--- src/rtl/cfc_pkg.sv ---
// ---------------------------------------------------------------------------
// cfc_pkg
// Types, constants and the byte-wide crc-16 update shared by the frame checker
// ---------------------------------------------------------------------------
`timescale 1ns / 1ps
`default_nettype none

package cfc_pkg;

    localparam logic [15:0] CRC_INIT          = 16'hFFFF;
    localparam logic [15:0] CRC_POLY          = 16'hA001;
    localparam logic [15:0] BYPASS_WORD_RESET = 16'h5555;
    localparam logic        BYPASS_EN_RESET   = 1'b1;

    // configuration register indexes
    localparam logic CFG_BYPASS_ENABLE = 1'b0;
    localparam logic CFG_BYPASS_WORD   = 1'b1;

    typedef enum logic [1:0] {
        STATUS_MATCH    = 2'd0,
        STATUS_BYPASS   = 2'd1,
        STATUS_MISMATCH = 2'd2,
        STATUS_SHORT    = 2'd3
    } status_t;

    typedef struct packed {
        status_t     status;
        logic        frame_ok;
        logic [15:0] computed_crc;
        logic [15:0] received_crc;
    } verdict_t;

    // reflected crc-16, eight bit steps unrolled into one byte update
    function automatic logic [15:0] crc_fold_byte(input logic [15:0] crc_in,
                                                  input logic [7:0]  data_in);
        logic [15:0] crc;
        crc = crc_in ^ {8'h00, data_in};
        for (int k = 0; k < 8; k++) begin
            if (crc[0])
                crc = (crc >> 1) ^ CRC_POLY;
            else
                crc = crc >> 1;
        end
        return crc;
    endfunction

endpackage

`default_nettype wire

--- src/rtl/cfc_frame_state.sv ---
// ---------------------------------------------------------------------------
// cfc_frame_state
// Running crc, two-byte hold line and end-of-frame verdict logic
// ---------------------------------------------------------------------------
`timescale 1ns / 1ps
`default_nettype none

module cfc_frame_state (
    input  wire logic              clk,
    input  wire logic              rst_n,
    input  wire logic              step,
    input  wire logic [7:0]        data_byte,
    input  wire logic              last_byte,
    input  wire logic              bypass_enable,
    input  wire logic [15:0]       bypass_word,
    output cfc_pkg::verdict_t      verdict
);
    import cfc_pkg::*;

    localparam logic [1:0] HOLD_FULL = 2'd2;

    logic [15:0] crc_reg,        crc_next;
    logic [7:0]  held_older_reg, held_older_next;
    logic [7:0]  held_newer_reg, held_newer_next;
    logic [1:0]  held_count_reg, held_count_next;

    logic [15:0] crc_folded;
    logic [1:0]  count_inc;
    logic [15:0] trailing_word;

    // the older held byte leaves the hold line and enters the crc
    assign crc_folded = (held_count_reg == HOLD_FULL) ?
                        crc_fold_byte(crc_reg, held_older_reg) : crc_reg;
    assign count_inc  = (held_count_reg == HOLD_FULL) ?
                        HOLD_FULL : held_count_reg + 2'd1;
    assign trailing_word = {data_byte, held_newer_reg};

    always_comb
    begin
        verdict.computed_crc = crc_folded;
        if (count_inc != HOLD_FULL)
        begin
            verdict.status       = STATUS_SHORT;
            verdict.received_crc = 16'h0000;
        end
        else
        begin
            verdict.received_crc = trailing_word;
            if (bypass_enable && trailing_word == bypass_word)
                verdict.status = STATUS_BYPASS;
            else if (crc_folded == trailing_word)
                verdict.status = STATUS_MATCH;
            else
                verdict.status = STATUS_MISMATCH;
        end
        verdict.frame_ok = (verdict.status == STATUS_MATCH) ||
                           (verdict.status == STATUS_BYPASS);
    end

    always_comb
    begin
        crc_next        = crc_reg;
        held_older_next = held_older_reg;
        held_newer_next = held_newer_reg;
        held_count_next = held_count_reg;
        if (step)
        begin
            if (last_byte)
            begin
                crc_next        = CRC_INIT;
                held_older_next = 8'h00;
                held_newer_next = 8'h00;
                held_count_next = 2'd0;
            end
            else
            begin
                crc_next        = crc_folded;
                held_older_next = held_newer_reg;
                held_newer_next = data_byte;
                held_count_next = count_inc;
            end
        end
    end

    always_ff @(posedge clk or negedge rst_n)
    begin
        if (!rst_n)
        begin
            crc_reg        <= CRC_INIT;
            held_older_reg <= 8'h00;
            held_newer_reg <= 8'h00;
            held_count_reg <= 2'd0;
        end
        else
        begin
            crc_reg        <= crc_next;
            held_older_reg <= held_older_next;
            held_newer_reg <= held_newer_next;
            held_count_reg <= held_count_next;
        end
    end

endmodule

`default_nettype wire

--- config.mk ---
export PLATFORM = sky130hd
export DESIGN_NAME = cfc_frame_state
export DESIGN_NICKNAME = d
export VERILOG_FILES = /design/src/rtl/cfc_pkg.sv /design/src/rtl/cfc_frame_state.sv
export SDC_FILE = /design/constraint.sdc
export NUM_CORES = 1
export LEC_CHECK = 0
export ABC_CLOCK_PERIOD_IN_PS = 2510
export BUFFER_PORTS_ARGS = -buffer_cell sky130_fd_sc_hd__clkbuf_2
export CORE_MARGIN = 2
export CORE_UTILIZATION = 39
export DETAILED_ROUTE_END_ITERATION = 6
export GPL_ROUTABILITY_DRIVEN = 0
export HOLD_SLACK_MARGIN = 0.02
export PLACE_DENSITY = 0.68
export SLEW_MARGIN = 20
export SYNTH_ARGS = -nofsm -noshare
export SYNTH_HDL_FRONTEND = slang
export SYNTH_SLANG_ARGS = --single-unit
export TNS_END_PERCENT = 30
--- constraint.sdc ---
create_clock -name clk -period 2.51 [get_ports clk]
set_input_delay 0.3765 -clock clk [delete_from_list [all_inputs] [get_ports clk]]
set_output_delay 0.3765 -clock clk [all_outputs]
set_load 0.05 [all_outputs]
==> impl_metrics.csv <==
group,metric,value,unit
synthesis,synth-adder-area-share,0.954,%
power_and_ir_drop,p_seq_share,23.7,%
cells_and_area,nFillCells,569,
clocking,cts_buffers,5,
timing,rsz0062_at_grt,"yes",
power_and_ir_drop,power_density,803,nW/um2
clocking,cts_sinks,34,
cells_and_area,area_growth,41.4,%
critical_path,required,2.13,ns
die,core,6420,um2
synthesis,syn-cell-area,2620,um2
synthesis,ys_seq_area_share,33.2,%
critical_path,crit_family,"XOR/XNOR gates",
power_and_ir_drop,peakVddDrop,0.418,mV
clocking,cts_hold_buffers,0,
cells_and_area,fin_nets,420,
synthesis,synth_cell_types,40,
outcome,violations,"negative setup slack",
timing,clock_skew,0.00628,ns
global_routing,grt_pass1_vias,2316,
timing,tns,-2.25,ns
global_routing,grt_pass1_wl,12.0,mm
drt,detailedRoute.firstIterationViolations,114,
timing,max-slew-margin-rel,41.6,%
critical_path,cpPeakStageDelay,0.60,ns
synthesis,synth_xor_area_share,25.7,%
power_and_ir_drop,swShare,42.8,%
critical_path,crit_path_cell_trace,"xnor2_4 -> xor3_1 -> xnor2_1 -> or4_4 -> a2111oi_4 -> a211o_4 -> buf_12",
worst_hold_path,min_path_type,"in -> async",
timing,hold_viol,0,
die,rows,29,
clocking,htreeDepth,2,
drt,routed_wl,7.51,mm
critical_path,reg2reg_to,"crc_reg[15]",
timing,timing.fmax,312,MHz
timing,finalMaxSlewViolations,0,
global_routing,grtUsageTotal,21.1,%
synthesis,ys_warn_count,0,
critical_path,crit_fanout,3,
timing,finalSetupViolations,5,
global_routing,antenna_found_initial,0,
die,initial_core_util,40.8,%
critical_path,worstSetupPathDepth,7,
drt,final_antenna_net_count,0,
synthesis,synth_top_family_by_area,"XOR/XNOR gates",
cells_and_area,largest_reg_flops,16,
outcome,status,"finished with violations",
synthesis,synth_nets,308,
cells_and_area,layout-drive-gt1-share,44.6,%
power_and_ir_drop,p_leak,1.63,nW
synthesis,synth_compound_area_share,12.2,%
power_and_ir_drop,p_int,0.00170,W
timing,tightest_slew,0.876,ns
synthesis,synth_mux_area_share,4.10,%
critical_path,ff2ff_setup_slack,0.29,ns
placement,portBuffers,63,
flow_run,maxCapViolations,0,
cells_and_area,regArea,871,um2
synthesis,synth-simple-area-share,17.2,%
critical_path,cp_slowest_cell,"dfstp_2",
synthesis,synthCells,277,
critical_path,reg2reg_from,"crc_reg[4]",
clocking,clkLatencyLatePin,0.29,ns
critical_path,start_kind,"flip-flop",
power_and_ir_drop,switchingPower,0.00127,W
timing,period_share,128,%
die,die_height,86,um
clocking,root_buffer,"clkbuf_8",
critical_path,cp.arrival,2.83,ns
critical_path,reg2regPathDepth,8,
timing,holdWs,0.200,ns
synthesis,syn_area_per_cell,9.47,um2
drt,via_count,2345,
clocking,cts_tree,"built",
critical_path,crit_type,"reg -> out",
critical_path,cp_num_buf_inv,1,
clocking,clkTransAtPathRegs,0.08,ns
timing,post-route-min-period,3.21,ns
critical_path,end_kind,"output pin",
global_routing,grt_max_degree,35,
die,die_x,86,um
die,dieArea,7400,um2
drt,drcViolationCount,0,
power_and_ir_drop,power_frac_clock,16.4,%
clocking,clock_path_buffers,2,
drt,wire_per_inst,16.1,um
cells_and_area,multiInputGateArea,1690,um2
global_routing,grt_overflow_total,0,
drt,firstDrtPassIters,4,
die,io_pins,64,
synthesis,yosys_register_bits,34,
placement,dpl.hpwl,5.82,mm
drt,routed_via_density,5.02,
cells_and_area,diodes,0,
timing,fin_ws,-0.697,ns
power_and_ir_drop,combPwrFrac,59.9,%
==> synth_stat cells, drive strengths merged <==
master   number  area share (%)
nand3         3            0.57
xor2         10             3.3
a211o         1            0.33
a2111oi       1             1.0
ha            2            0.95
and2         16             3.8
xor3          2             1.8
o41ai         1            0.33
or4           1            0.29
o31a          1            0.33
xnor3         6             5.3
nor2b         2            0.48
nand2         2            0.29
dfstp        16              16
nand3b       18             5.2
a31oi         1            0.24
o2111ai       1            0.33
inv          25             3.6
nor3          4            0.76
nand4         5             1.2
buf           5            0.81
nand4b        1            0.33
mux2          3             1.4
o22a          9             3.0
dfrtp        18              17
clkbuf       16             2.3
nand2b        3            0.72
nor2         16             2.3
mux2i         7             2.7
o21ai        19             3.6
nor4          4            0.95
a211oi        1            0.29
xnor2        42              15
a21oi        14             2.7
nor4b         1            0.33
==> worst max-delay path by stage <==
stage,start,to
after detailed placement,held_older_reg[5],verdict[32]
after CTS,crc_reg[0],verdict[32]
after floorplan,crc_reg[0],verdict[32]
after global routing,crc_reg[0],verdict[32]
after global placement,held_older_reg[4],verdict[34]
final,crc_reg[0],verdict[32]
==> layer usage <==
layer | vias up | wire length, um | track usage [%]
li1 | 1155 | - | -
met1 | 1122 | 3380 | 28.4
met5 | - | 0 | 0
met4 | 0 | 113 | 5.19
met3 | 11 | 308 | 3.18
met2 | 57 | 3710 | 35.6
==> logic make-up after synthesis <==
family,after synthesis
multiplexers,10
buffers and inverters,46
AND/OR/NAND/NOR,76
XOR/XNOR,60
adder cells (fa/ha/maj),2
AO/OA/AOI/OAI,49
flip-flops,34
==> area by class of cell <==
class / count / area share (%)
well taps: 77 / 2.60
flip-flops and latches: 34 / 23.5
multi-input cells: 197 / 45.5
clock buffers: 8 / 2.97
inverters: 25 / 2.53
repair buffers: 126 / 22.9
==> metrics by stage <==
step / instance area [um2] / worst slack [ns] / cells / utilization, % / total power [W]
6_report: 3710 / -0.697 / 467 / 57.7 / 0.00298
5_1_grt: 3710 / -0.783 / 467 / 57.7 / 0.00312
4_1_cts: 3680 / -0.665 / 466 / 57.3 / 0.00296
3_5_place_dp: 3490 / -0.410 / 458 / 54.3 / 0.00237
3_3_place_gp: 3490 / -0.368 / 458 / 54.3 / 0.00235
2_1_floorplan: 2690 / -0.247 / 277 / - / 0.00184
==> layout by cell type (no fill, tap or decap), types with 2 or more instances in the layout <==
cell type   n
nand4_1     5
xnor3_1     4
xnor2_1    33
mux2_2      2
clkbuf_8   10
o21ai_0    19
xnor2_4     2
xor2_1     10
nor4_1      3
nor2b_1     2
buf_8       2
buf_4      61
a21oi_2     2
o22a_1      9
a21oi_1    12
xor3_1      2
mux2i_1     6
nand2_1     2
nor3_1      3
xnor2_2     7
nand3b_1   18
inv_1      25
nor2_1     16
buf_6       2
nand3_1     3
dfrtp_1    18
and2_1     16
clkbuf_2   57
dfstp_2    16
nand2b_1    3
==> power by group through the flow <==
| stage | Combinational, W | Clock (W) | Sequential (W) |
|---|---|---|---|
| finish | 0.00178 | 0.000488 | 0.000706 |
| global route | 0.00189 | 0.000518 | 0.000714 |
| CTS | 0.00176 | 0.000491 | 0.000707 |
| detailed placement | 0.00166 | 0 | 0.000714 |
| global placement | 0.00164 | 0 | 0.000711 |
| floorplan | 0.00115 | 0 | 0.000695 |
==> timing repair <==
item	CTS	global route
setup buffers	0	1
gates resized for setup	16	7
endpoints found under the hold margin	0	0
pin swaps	2	2
setup endpoints to repair	5	6
Power figures use the tool's default switching activity.
